### config.mk
export PLATFORM = sky130hd
export DESIGN_NAME = zero_run_glyph_rasterizer
export DESIGN_NICKNAME = d
export VERILOG_FILES = /design/src/hw/rtl/zrgr_pkg.sv /design/src/hw/rtl/zero_run_glyph_rasterizer.sv /design/src/hw/rtl/zrgr_ctrl.sv /design/src/hw/rtl/zrgr_datapath.sv
export SDC_FILE = /design/constraint.sdc
export NUM_CORES = 1
export LEC_CHECK = 0
export BUFFER_PORTS_ARGS = -buffer_cell sky130_fd_sc_hd__buf_2
export CAP_MARGIN = 0
export CELL_PAD_IN_SITES_DETAIL_PLACEMENT = 2
export CELL_PAD_IN_SITES_GLOBAL_PLACEMENT = 2
export CORE_MARGIN = 5
export CORE_UTILIZATION = 42
export CTS_CLUSTER_SIZE = 16
export DETAILED_ROUTE_END_ITERATION = 8
export PLACE_DENSITY = 0.84
export SLEW_MARGIN = 20
export SYNTH_ARGS = -nofsm -noshare
export SYNTH_HDL_FRONTEND = slang
export SYNTH_SLANG_ARGS = --single-unit
### constraint.sdc
create_clock -name i_clk -period 14.2 [get_ports i_clk]
set_clock_uncertainty 0.2 [all_clocks]
set_input_delay 0.71 -clock i_clk [delete_from_list [all_inputs] [get_ports i_clk]]
set_output_delay 0.71 -clock i_clk [all_outputs]
set_load 0.05 [all_outputs]
### src/hw/rtl/zrgr_pkg.sv
// ----------------------------------------------------------------------------
// zrgr_pkg
// Shared types and constants for the zero-run glyph rasterizer.
// ----------------------------------------------------------------------------
package zrgr_pkg;

    // configuration register map
    localparam int unsigned CFG_IDX_W  = 1;
    localparam int unsigned CFG_DATA_W = 10;
    localparam logic [CFG_IDX_W-1:0] REG_LINE_HEIGHT = 1'd0;
    localparam logic [CFG_IDX_W-1:0] REG_WRAP_LIMIT  = 1'd1;

    localparam logic [7:0] LINE_HEIGHT_RST = 8'd16;
    localparam logic [9:0] WRAP_LIMIT_RST  = 10'd490;

    // fixed field widths
    localparam int unsigned BYTE_W  = 8;
    localparam int unsigned WIDTH_W = 9;
    localparam int unsigned PX_X_W  = 10;
    localparam int unsigned PX_Y_W  = 12;
    localparam int unsigned CNT_W   = 9;   // skip count, 1..256

    typedef enum logic [1:0] {
        ST_IDLE,
        ST_EXEC,
        ST_SKIP
    } t_state;

    // controller -> datapath
    typedef struct packed {
        logic load;       // capture the input request
        logic emit;       // write pixel to output register, advance cursor
        logic mark;       // zero byte: open skip run
        logic run_start;  // count byte: load skip counter
        logic step;       // one skip iteration
        logic finish;     // end of request: glyph-end bookkeeping
    } t_cmd;

    // datapath -> controller
    typedef struct packed {
        logic pending;    // skip run open
        logic byte_zero;  // captured byte is zero
        logic out_free;   // output register can take a pixel this cycle
        logic step_done;  // current skip iteration finishes the run
    } t_sts;

endpackage

### src/hw/rtl/zero_run_glyph_rasterizer.sv
// ----------------------------------------------------------------------------
// zero_run_glyph_rasterizer
// Decodes zero-run coded glyph body bytes into positioned pixel writes.
// ----------------------------------------------------------------------------
//  channel   direction  handshake                   payload
//  input     in         i_in_valid / o_in_ready     i_data_byte, i_glyph_width,
//                                                   i_last_of_glyph
//  output    out        o_out_valid / i_out_ready   o_pixel_x, o_pixel_y, o_intensity
//  config    in         i_cfg_we (no wait)          i_cfg_index, i_cfg_data
//
//  Intensity and zero-marker bytes pass through capture and execute.
//  A run count byte passes capture and execute, then S skip iterations: one per
//  row end the run reaches, plus one if it stops inside a row; a single one
//  for widths 0 and 1. S is at most 129 (width 2, count 255, cursor off column 0).
//  An intensity byte waits in execute while the output register holds an untaken pixel.
//  Reset is synchronous, active low; it covers config, pen, cursor, run flag, out valid.
// ----------------------------------------------------------------------------
module zero_run_glyph_rasterizer #(
    parameter int unsigned COL_BITS = 10,
    parameter int unsigned ROW_BITS = 12
) (
    input  logic                                i_clk,
    input  logic                                i_rst_n,
    input  logic                                i_cfg_we,
    input  logic [zrgr_pkg::CFG_IDX_W-1:0]      i_cfg_index,
    input  logic [zrgr_pkg::CFG_DATA_W-1:0]     i_cfg_data,
    input  logic                                i_in_valid,
    output logic                                o_in_ready,
    input  logic [zrgr_pkg::BYTE_W-1:0]         i_data_byte,
    input  logic [zrgr_pkg::WIDTH_W-1:0]        i_glyph_width,
    input  logic                                i_last_of_glyph,
    output logic                                o_out_valid,
    input  logic                                i_out_ready,
    output logic [zrgr_pkg::PX_X_W-1:0]         o_pixel_x,
    output logic [zrgr_pkg::PX_Y_W-1:0]         o_pixel_y,
    output logic [zrgr_pkg::BYTE_W-1:0]         o_intensity
);

    zrgr_pkg::t_cmd cmd;
    zrgr_pkg::t_sts sts;

    zrgr_ctrl u_ctrl (
        .i_clk      (i_clk),
        .i_rst_n    (i_rst_n),
        .i_in_valid (i_in_valid),
        .o_in_ready (o_in_ready),
        .i_sts      (sts),
        .o_cmd      (cmd)
    );

    zrgr_datapath #(
        .COL_BITS (COL_BITS),
        .ROW_BITS (ROW_BITS)
    ) u_datapath (
        .i_clk           (i_clk),
        .i_rst_n         (i_rst_n),
        .i_cfg_we        (i_cfg_we),
        .i_cfg_index     (i_cfg_index),
        .i_cfg_data      (i_cfg_data),
        .i_data_byte     (i_data_byte),
        .i_glyph_width   (i_glyph_width),
        .i_last_of_glyph (i_last_of_glyph),
        .i_cmd           (cmd),
        .o_sts           (sts),
        .o_out_valid     (o_out_valid),
        .i_out_ready     (i_out_ready),
        .o_pixel_x       (o_pixel_x),
        .o_pixel_y       (o_pixel_y),
        .o_intensity     (o_intensity)
    );

endmodule

### src/hw/rtl/zrgr_ctrl.sv
// ----------------------------------------------------------------------------
// zrgr_ctrl
// Sequencer: accepts a request, dispatches it, iterates skip runs.
// ----------------------------------------------------------------------------
module zrgr_ctrl (
    input  logic            i_clk,
    input  logic            i_rst_n,
    input  logic            i_in_valid,
    output logic            o_in_ready,
    input  zrgr_pkg::t_sts  i_sts,
    output zrgr_pkg::t_cmd  o_cmd
);

    zrgr_pkg::t_state r_state;
    zrgr_pkg::t_state n_state;

    always_ff @(posedge i_clk) begin
        if (!i_rst_n) begin
            r_state <= zrgr_pkg::ST_IDLE;
        end else begin
            r_state <= n_state;
        end
    end

    always_comb begin
        n_state    = r_state;
        o_in_ready = 1'b0;
        o_cmd      = '0;
        case (r_state)
            zrgr_pkg::ST_IDLE: begin
                o_in_ready = 1'b1;
                if (i_in_valid) begin
                    o_cmd.load = 1'b1;
                    n_state    = zrgr_pkg::ST_EXEC;
                end
            end
            zrgr_pkg::ST_EXEC: begin
                if (i_sts.pending) begin
                    o_cmd.run_start = 1'b1;
                    n_state         = zrgr_pkg::ST_SKIP;
                end else if (i_sts.byte_zero) begin
                    o_cmd.mark   = 1'b1;
                    o_cmd.finish = 1'b1;
                    n_state      = zrgr_pkg::ST_IDLE;
                end else if (i_sts.out_free) begin
                    o_cmd.emit   = 1'b1;
                    o_cmd.finish = 1'b1;
                    n_state      = zrgr_pkg::ST_IDLE;
                end
            end
            zrgr_pkg::ST_SKIP: begin
                o_cmd.step = 1'b1;
                if (i_sts.step_done) begin
                    o_cmd.finish = 1'b1;
                    n_state      = zrgr_pkg::ST_IDLE;
                end
            end
            default: begin
                n_state = zrgr_pkg::ST_IDLE;
            end
        endcase
    end

endmodule

### src/hw/rtl/zrgr_datapath.sv
// ----------------------------------------------------------------------------
// zrgr_datapath
// Pen/cursor state, skip-run stepper, config registers, output register.
// ----------------------------------------------------------------------------
module zrgr_datapath #(
    parameter int unsigned COL_BITS = 10,
    parameter int unsigned ROW_BITS = 12
) (
    input  logic                                i_clk,
    input  logic                                i_rst_n,
    input  logic                                i_cfg_we,
    input  logic [zrgr_pkg::CFG_IDX_W-1:0]      i_cfg_index,
    input  logic [zrgr_pkg::CFG_DATA_W-1:0]     i_cfg_data,
    input  logic [zrgr_pkg::BYTE_W-1:0]         i_data_byte,
    input  logic [zrgr_pkg::WIDTH_W-1:0]        i_glyph_width,
    input  logic                                i_last_of_glyph,
    input  zrgr_pkg::t_cmd                      i_cmd,
    output zrgr_pkg::t_sts                      o_sts,
    output logic                                o_out_valid,
    input  logic                                i_out_ready,
    output logic [zrgr_pkg::PX_X_W-1:0]         o_pixel_x,
    output logic [zrgr_pkg::PX_Y_W-1:0]         o_pixel_y,
    output logic [zrgr_pkg::BYTE_W-1:0]         o_intensity
);

    localparam int unsigned WW  = zrgr_pkg::WIDTH_W;
    localparam int unsigned CW  = zrgr_pkg::CNT_W;
    // column sums keep the carry so the wrap compare sees the full value
    localparam int unsigned SUMW = ((COL_BITS > WW) ? COL_BITS : WW) + 1;

    // configuration
    logic [7:0]          r_line_height;
    logic [9:0]          r_wrap_limit;

    // state
    logic [COL_BITS-1:0] r_pen_col,    n_pen_col;
    logic [ROW_BITS-1:0] r_pen_row,    n_pen_row;
    logic [WW-1:0]       r_cursor_col, n_cursor_col;
    logic [ROW_BITS-1:0] r_cursor_row, n_cursor_row;
    logic                r_run_pending, n_run_pending;

    // captured request and skip counter
    logic [zrgr_pkg::BYTE_W-1:0] r_byte;
    logic [WW-1:0]       r_width;
    logic                r_last;
    logic [CW-1:0]       r_cnt, n_cnt;

    // output register
    logic                r_out_valid;
    logic [zrgr_pkg::PX_X_W-1:0] r_pixel_x;
    logic [zrgr_pkg::PX_Y_W-1:0] r_pixel_y;
    logic [zrgr_pkg::BYTE_W-1:0] r_intensity;

    // pixel address
    logic [SUMW-1:0]     px_sum;
    logic [ROW_BITS-1:0] py_sum;

    // single-pixel advance
    logic [WW:0]         adv_nx;
    logic [WW-1:0]       adv_col;
    logic [ROW_BITS-1:0] adv_row;

    // skip stepper
    logic [WW-1:0]       sk_space;
    logic [WW-1:0]       sk_col;
    logic [ROW_BITS-1:0] sk_row;
    logic [CW-1:0]       sk_cnt;

    // pen advance at glyph end
    logic [SUMW-1:0]     pen_sum;

    assign px_sum = SUMW'(r_pen_col) + SUMW'(r_cursor_col);
    assign py_sum = r_pen_row + r_cursor_row;

    always_comb begin
        adv_nx = {1'b0, r_cursor_col} + (WW+1)'(1);
        if (adv_nx >= {1'b0, r_width}) begin
            adv_col = '0;
            adv_row = r_cursor_row + ROW_BITS'(1);
        end else begin
            adv_col = adv_nx[WW-1:0];
            adv_row = r_cursor_row;
        end
    end

    // One iteration moves the cursor to the end of its row, or to the end of the run.
    always_comb begin
        sk_space = r_width - r_cursor_col;
        if (r_width <= WW'(1)) begin
            // every pixel crosses a row
            sk_col = '0;
            sk_row = r_cursor_row + ROW_BITS'(r_cnt);
            sk_cnt = '0;
        end else if (r_cursor_col >= r_width) begin
            sk_col = '0;
            sk_row = r_cursor_row + ROW_BITS'(1);
            sk_cnt = r_cnt - CW'(1);
        end else if (r_cnt >= sk_space) begin
            sk_col = '0;
            sk_row = r_cursor_row + ROW_BITS'(1);
            sk_cnt = r_cnt - sk_space;
        end else begin
            sk_col = r_cursor_col + r_cnt;
            sk_row = r_cursor_row;
            sk_cnt = '0;
        end
    end

    assign pen_sum = SUMW'(r_pen_col) + SUMW'(r_width);

    always_comb begin
        n_pen_col     = r_pen_col;
        n_pen_row     = r_pen_row;
        n_cursor_col  = r_cursor_col;
        n_cursor_row  = r_cursor_row;
        n_run_pending = r_run_pending;
        n_cnt         = r_cnt;
        if (i_cmd.emit) begin
            n_cursor_col = adv_col;
            n_cursor_row = adv_row;
        end
        if (i_cmd.mark) begin
            n_run_pending = 1'b1;
        end
        if (i_cmd.run_start) begin
            n_run_pending = 1'b0;
            n_cnt         = CW'(r_byte) + CW'(1);
        end
        if (i_cmd.step) begin
            n_cursor_col = sk_col;
            n_cursor_row = sk_row;
            n_cnt        = sk_cnt;
        end
        if (i_cmd.finish && r_last) begin
            n_cursor_col  = '0;
            n_cursor_row  = '0;
            n_run_pending = 1'b0;
            if (pen_sum > SUMW'(r_wrap_limit)) begin
                n_pen_col = '0;
                n_pen_row = r_pen_row + ROW_BITS'(r_line_height);
            end else begin
                n_pen_col = pen_sum[COL_BITS-1:0];
            end
        end
    end

    always_ff @(posedge i_clk) begin
        if (!i_rst_n) begin
            r_line_height <= zrgr_pkg::LINE_HEIGHT_RST;
            r_wrap_limit  <= zrgr_pkg::WRAP_LIMIT_RST;
            r_pen_col     <= '0;
            r_pen_row     <= '0;
            r_cursor_col  <= '0;
            r_cursor_row  <= '0;
            r_run_pending <= 1'b0;
            r_out_valid   <= 1'b0;
        end else begin
            if (i_cfg_we) begin
                case (i_cfg_index)
                    zrgr_pkg::REG_LINE_HEIGHT: r_line_height <= i_cfg_data[7:0];
                    zrgr_pkg::REG_WRAP_LIMIT:  r_wrap_limit  <= i_cfg_data[9:0];
                    default: ;
                endcase
            end
            r_pen_col     <= n_pen_col;
            r_pen_row     <= n_pen_row;
            r_cursor_col  <= n_cursor_col;
            r_cursor_row  <= n_cursor_row;
            r_run_pending <= n_run_pending;
            if (i_cmd.emit) begin
                r_out_valid <= 1'b1;
            end else if (i_out_ready) begin
                r_out_valid <= 1'b0;
            end
        end
    end

    always_ff @(posedge i_clk) begin
        r_cnt <= n_cnt;
        if (i_cmd.load) begin
            r_byte  <= i_data_byte;
            r_width <= i_glyph_width;
            r_last  <= i_last_of_glyph;
        end
        if (i_cmd.emit) begin
            r_pixel_x   <= zrgr_pkg::PX_X_W'(px_sum[COL_BITS-1:0]);
            r_pixel_y   <= zrgr_pkg::PX_Y_W'(py_sum);
            r_intensity <= r_byte;
        end
    end

    assign o_sts.pending   = r_run_pending;
    assign o_sts.byte_zero = (r_byte == '0);
    assign o_sts.out_free  = !r_out_valid || i_out_ready;
    assign o_sts.step_done = (sk_cnt == '0);

    assign o_out_valid = r_out_valid;
    assign o_pixel_x   = r_pixel_x;
    assign o_pixel_y   = r_pixel_y;
    assign o_intensity = r_intensity;

    a_one_op: assert property (@(posedge i_clk) disable iff (!i_rst_n)
        $onehot0({i_cmd.emit, i_cmd.mark, i_cmd.run_start, i_cmd.step}))
        else $error("more than one datapath operation in a cycle");

    a_no_overwrite: assert property (@(posedge i_clk) disable iff (!i_rst_n)
        i_cmd.emit |-> (!r_out_valid || i_out_ready))
        else $error("pixel written over an untaken result");

    a_step_in_row: assert property (@(posedge i_clk) disable iff (!i_rst_n)
        i_cmd.step |=> (r_cursor_col == '0 || r_cursor_col < r_width))
        else $error("skip step left cursor beyond glyph width");

    a_run_loaded: assert property (@(posedge i_clk) disable iff (!i_rst_n)
        i_cmd.run_start |=> (!r_run_pending && r_cnt != '0))
        else $error("skip run start did not load a count");

endmodule
==> Yosys cells after proc, flatten, opt, wreduce, memory -nomap -nowiden <==
Cells that the tools add are included.
{ "totals": {"register_bits": 122, "latch_bits": 0, "mem_bits_rw": 0, "romBits": 0, "elab_cells": 98, "n_memories": 0} }
{ "op_classes": {"addsub": 12, "n_mul": 0, "div": 0, "n_lt_le_gt_ge": 5, "n_eq_ne": 6, "shifts": 0, "n_mux": 40, "n_bitwise": 2, "n_reduce_logical": 17} }
{ "ops": {"columns": ["cell", "n"], "rows": [
  ["$mux 9", 11],
  ["$mux 12", 6],
  ["$ge 9x9->1", 2],
  ["$sub 9x9->9", 2],
  ["$mux 1", 13],
  ["$add 12x1->12 const B", 1],
  ["$add 12x12->12", 1],
  ["$add 12x8->12", 1],
  ["$add 12x9->12", 1],
  ["$mux 2", 6],
  ["$add 10x9->11", 1],
  ["$gt 11x10->1", 1],
  ["$add 10x9->10", 1],
  ["$add 9x1->10 const B", 1],
  ["$ge 10x9->1", 1],
  ["$mux 10", 1],
  ["$add 8x1->9 const B", 1],
  ["$add 9x9->9", 1],
  ["$le 9x1->1 const B", 1],
  ["$logic_not 9->1", 1],
  ["$sub 9x1->9 const B", 1],
  ["$logic_not 8->1", 1],
  ["$reduce_bool 2->1", 4],
  ["$pmux 2 s3", 1],
  ["16 further kinds", 21]
]} }

==> Depth between registers and ports, before layout <==
{ "depth": {"word_depth": 10, "depth_mapped": 23} }

==> Modules after synthesis <==
A second synthesis with hierarchy kept.
{ "hier_totals": {"hier_cells": 921, "area_unflattened_um2": 8558.2} }
{ "modules_own_cells": {"columns": ["module", "n_inst", "cells_each", "area_per_inst_um2", "seq_area_each_um2"], "rows": [
  ["zrgr_datapath", 1, 894, 8329.2, 2972.9],
  ["zrgr_ctrl", 1, 27, 229.0, 40.0]
]} }

==> Worst setup path after synthesis <==
No wires, ideal clock.
{ "synth_path": {"path_type": "reg2reg", "start": "reg u_datapath.r_cursor_col[0]", "end": "reg u_datapath.r_pen_row[10]", "setup_ns": 0.070, "arrival_ns": 4.270, "t_required_ns": 13.930, "path_slack_ns": 9.660, "path_stages_with_launch": 21, "synth_period_minus_slack_ns": 4.540, "path_cell_list": "dfxtp_1 ha_1 inv_1 fa_1 a21o_1 a21oi_1 nor2b_1 o21ai_0 nand2b_1 xnor2_1 ha_1 buf_6 a211oi_1 nor2_1 a211oi_2 nand2_1 and3_1 a2111oi_2 o21ai_2 or4_1 a21boi_1"} }
{ "synth_via": {"elab_chain_cells": 10, "elab_cells_between_ends": 12} }
{ "synth_rtl": {"columns": ["element", "line", "text"], "rows": [
  ["start, declared", "zrgr_datapath.sv:38", "logic [WW-1:0] r_cursor_col, n_cursor_col;"],
  ["start signal, assigned", "zrgr_datapath.sv:167", "r_cursor_col <= n_cursor_col;"],
  ["$sub 9x9->9", "zrgr_datapath.sv:88", "sk_space = r_width - r_cursor_col;"],
  ["$sub 9x9->9 or $ge 9x9->1 (tied branches)", "zrgr_datapath.sv:101, zrgr_datapath.sv:98", null],
  ["$mux 9", "zrgr_datapath.sv:98", "end else if (r_cnt >= sk_space) begin"],
  ["$mux 9 *", "zrgr_datapath.sv:94", "end else if (r_cursor_col >= r_width) begin"],
  ["$mux 9 *", "zrgr_datapath.sv:89", "if (r_width <= WW'(1)) begin"],
  ["$logic_not 9->1 *", "zrgr_datapath.sv:195", "assign o_sts.step_done = (sk_cnt == '0);"],
  ["$mux 1 *", "zrgr_ctrl.sv:53", "if (i_sts.step_done) begin"],
  ["$pmux 1 s2 *", "zrgr_ctrl.sv:29", "case (r_state)"],
  ["$logic_and 1x1->1 *", "zrgr_datapath.sv:134", "if (i_cmd.finish && r_last) begin"],
  ["$reduce_and 2->1 (no line) *", null, null],
  ["end signal, assigned", "zrgr_datapath.sv:166", "r_pen_row <= n_pen_row;"],
  ["end, declared", "zrgr_datapath.sv:37", "logic [ROW_BITS-1:0] r_pen_row, n_pen_row;"]
]} }
Mark *: on every way between the ends. The rest lies on a longest branch, timed or not.
A chain may end at the register's enable or synchronous reset.

==> Final worst setup path <==
{ "layout_path": {"start": "reg u_datapath.r_cursor_col[0]", "end": "reg u_datapath.r_pen_row[11]"} }
Same word-level chain as after synthesis.

==> results.sh <==
export IMPL_max_freq_mhz=179
export IMPL_areaGrowthSynthToFinish_pct=13.3
export IMPL_yosys_area_top_type="edfxtp_1"
export IMPL_slowest_delay_ns=0.58
export IMPL_p_sw_mw=0.371
export IMPL_dp_hpwl_mm=20.8
export IMPL_syn_nets=1068
export IMPL_clk_pin_slew_ns=0.06
export IMPL_grt_ovfl_total=0
export IMPL_clock_latency_ns=0.44
export IMPL_syn_cell_area_mm2=0.00853
export IMPL_required_ns=14.36
export IMPL_cts_buffer_depth=2
export IMPL_path_common_cell="ha_1"
export IMPL_num_vias=7430
export IMPL_start_kind="flop"
export IMPL_cts_resized=0
export IMPL_syn_inst=927
export IMPL_cts_setup_buffers=0
export IMPL_synth_mux_area_frac=0.0117
export IMPL_hold_path_class="input pin to flop"
export IMPL_seqPwrFrac=0.371
export IMPL_setup_slack_ns=8.61
export IMPL_post_drt_wl_per_cell_um=23.1
export IMPL_place_congestion=0.858
export IMPL_start_util=0.424
export IMPL_pwr_share_clk=0.387
export IMPL_core_area_mm2=0.0201
export IMPL_worstPathArrival_ns=5.75
export IMPL_port_buffer_count=65
export IMPL_die_y_um=152
export IMPL_yosys_area_share_xor_xnor=0.0781
export IMPL_setup_viol=0
export IMPL_grt_max_degree=39
export IMPL_antenna_found_initial=0
export IMPL_cts_tree="yes"
export IMPL_numCtsBuffers=17
export IMPL_fp_dieW_um=152
export IMPL_syn_area_per_cell_um2=9.20
export IMPL_viasPerCell=5.84
export IMPL_drv_slew=0
export IMPL_regArea_mm2=0.00301
export IMPL_max_vdd_ir_drop_uv=77.8
export IMPL_antenna_left=0
export IMPL_synth_edf_count=57
export IMPL_grt_usage=0.252
export IMPL_maxCapViolations=0
export IMPL_slew_headroom=0.299
export IMPL_hold_buffers=0
export IMPL_post_route_period_util=0.394
export IMPL_crit_path_end_kind="flop"
export IMPL_status="finished, final reports clean"
export IMPL_crit_chain="ha_1, inv_1, fa_1, a21o_1, a21oi_1, nor2b_1, o21ai_0, nand2b_1, xnor2_1, ha_1, a211oi_1, nor2_1, a211oi_2, nand2_1, and3_1, a2111oi_2, o21ai_2, or4_1, a21boi_1"
export IMPL_fin_nets=1130
export IMPL_yosys_register_bits=122
export IMPL_p_per_area_mw_per_mm2=115
export IMPL_swShare=0.333
export IMPL_num_antenna_cells=0
export IMPL_yosys_area_share_adder=0.164
export IMPL_place_inst=1240
export IMPL_wl_mm=29.4
export IMPL_grt_pass1_wl_mm=46.7
export IMPL_dr_pass1_iters=5
export IMPL_finalHoldViolCount=0
export IMPL_crit_type="flop to flop"
export IMPL_nFillCells=2165
export IMPL_tightest_slew_ns=1.04
export IMPL_fin_setup_tns_ns=0
export IMPL_cts_sinks=122
export IMPL_path_max_fanout=16
export IMPL_synthTopCellsByArea="edfxtp_1 (20%), dfxtp_1 (15%), ha_1 (15%)"
export IMPL_fin_cells=1272
export IMPL_p_int_mw=0.743
export IMPL_cts_max_level=4
export IMPL_yosys_warnings=0
export IMPL_ioPinCount=66
export IMPL_clockRootBuffer="clkbuf_16"
export IMPL_num_rows=52
export IMPL_synth_compound_area_frac=0.193
export IMPL_p_leak_nw=4.07
export IMPL_grt_pass1_vias=8400
export IMPL_synthSimpleGateAreaFrac=0.156
export IMPL_die_area_mm2=0.0232
export IMPL_drt_initial_drc_count=323
export IMPL_synth_top_family_by_area="compound AO/OA/AOI/OAI gates"
export IMPL_post_place_ws_ns=8.66
export IMPL_crit_buf_inv=1
export IMPL_drc_errors=0
export IMPL_comb_power_share=0.242
export IMPL_post_route_min_period_ns=5.59
export IMPL_crit_family="compound AO/OA/AOI/OAI gates"
export IMPL_multiInputGateArea_mm2=0.00514
export IMPL_seq_area_frac_synth=0.353
export IMPL_crit_path_top_delay_cell="a2111oi_2"
export IMPL_synth_top_area_frac=0.201
export IMPL_async_flop_share=0
export IMPL_drive_above_1_share=0.106
export IMPL_rsz0062_at_grt="no"
export IMPL_yosysUniqueCellTypes=66
export IMPL_synth_main_ff_cell="dfxtp_1"
## power groups by stage
stage,clock network [mW],registers (mW),logic (mW)
floorplan,0,0.448,0.159
global placement,0,0.418,0.252
detailed placement,0,0.420,0.263
CTS,0.440,0.413,0.271
global route,0.453,0.416,0.294
finish,0.432,0.413,0.269
## cell type report
cell class / instances / share of cell area
Clock buffer: 20 / 0.0452
Clock inverter: 12 / 0.0131
Multi-Input combinational cell: 710 / 0.532
Inverter: 72 / 0.0280
Tap cell: 270 / 0.0350
Sequential cell: 122 / 0.312
Timing Repair Buffer: 66 / 0.0345
## cell usage in the layout (no fill, tap or decap), types with 17 or more instances in the layout
cell	instances
xor2_1	28
buf_2	65
xnor2_1	48
dfxtp_1	65
edfxtp_1	57
a21boi_0	18
nor2b_1	25
a21o_1	17
clkbuf_16	17
a21oi_1	60
nand2_1	68
nor2_1	67
o21ai_0	44
nand3_1	29
ha_1	99
inv_1	72
## worst paths after layout
check                                           from  slack (ns)                                      end  cells past startpoint
max          u_datapath.r_cursor_col[0]$_SDFFE_PP0P_        8.61    u_datapath.r_pen_row[11]$_SDFFE_PN0P_                     19
max reg2reg  u_datapath.r_cursor_col[0]$_SDFFE_PP0P_        8.61    u_datapath.r_pen_row[11]$_SDFFE_PN0P_                     19
min reg2reg  u_datapath.r_wrap_limit[9]$_SDFFE_PN0P_        0.27  u_datapath.r_wrap_limit[9]$_SDFFE_PN0P_                      2
min                                 i_glyph_width[6]        0.24          u_datapath.r_width[6]$_DFFE_PP_                      1
## per-stage QoR
stage | util | total power, mW | hold WS [ns] | cell area, µm²
finish | 0.480 | 1.11 | 0.242 | 9660
global route | 0.480 | 1.16 | 0.234 | 9660
CTS | 0.480 | 1.12 | 0.223 | 9660
detailed placement | 0.452 | 0.683 | 0.269 | 9090
global placement | 0.452 | 0.671 | 0.256 | 9090
floorplan | - | 0.607 | 0.243 | 8530
## kinds of logic after synthesis
| group | after synthesis |
|---|---|
| AOI/OAI and AO/OA | 249 |
| xor gates and xnor gates | 76 |
| adders and majority gates | 107 |
| buffers and inverters | 95 |
| DFF | 122 |
| muxes | 10 |
| and+or+nand+nor | 268 |
## flip-flops by register name (all words and copies together) (netlist names), 9 cells and up
| name | flops |
|---|---|
| u_datapath.o_pixel_x | 10 |
| u_datapath.o_pixel_y | 12 |
| u_datapath.r_cnt | 9 |
| u_datapath.r_cursor_col | 9 |
| u_datapath.r_cursor_row | 12 |
| u_datapath.r_pen_col | 10 |
| u_datapath.r_pen_row | 12 |
| u_datapath.r_width | 9 |
| u_datapath.r_wrap_limit | 10 |
## Yosys cell counts, drive strengths merged (17+ instances only)
master / instances
nor2b: 25
ha: 99
clkbuf: 17
edfxtp: 57
o21ai: 46
nand3: 29
dfxtp: 65
a21boi: 21
a21oi: 60
inv: 72
nor2: 67
xor2: 28
a21o: 17
nand2: 68
xnor2: 48
## layer usage
| layer | global-route usage | vias to the layer above | routed length (µm) |
|---|---|---|---|
| li1 | - | 3472 | - |
| met1 | 0.289 | 3748 | 12000 |
| met2 | 0.470 | 151 | 15700 |
| met3 | 0.0409 | 59 | 921 |
| met4 | 0.0967 | 0 | 867 |
| met5 | 0 | - | 0 |
(Power assumes the default switching activity.)
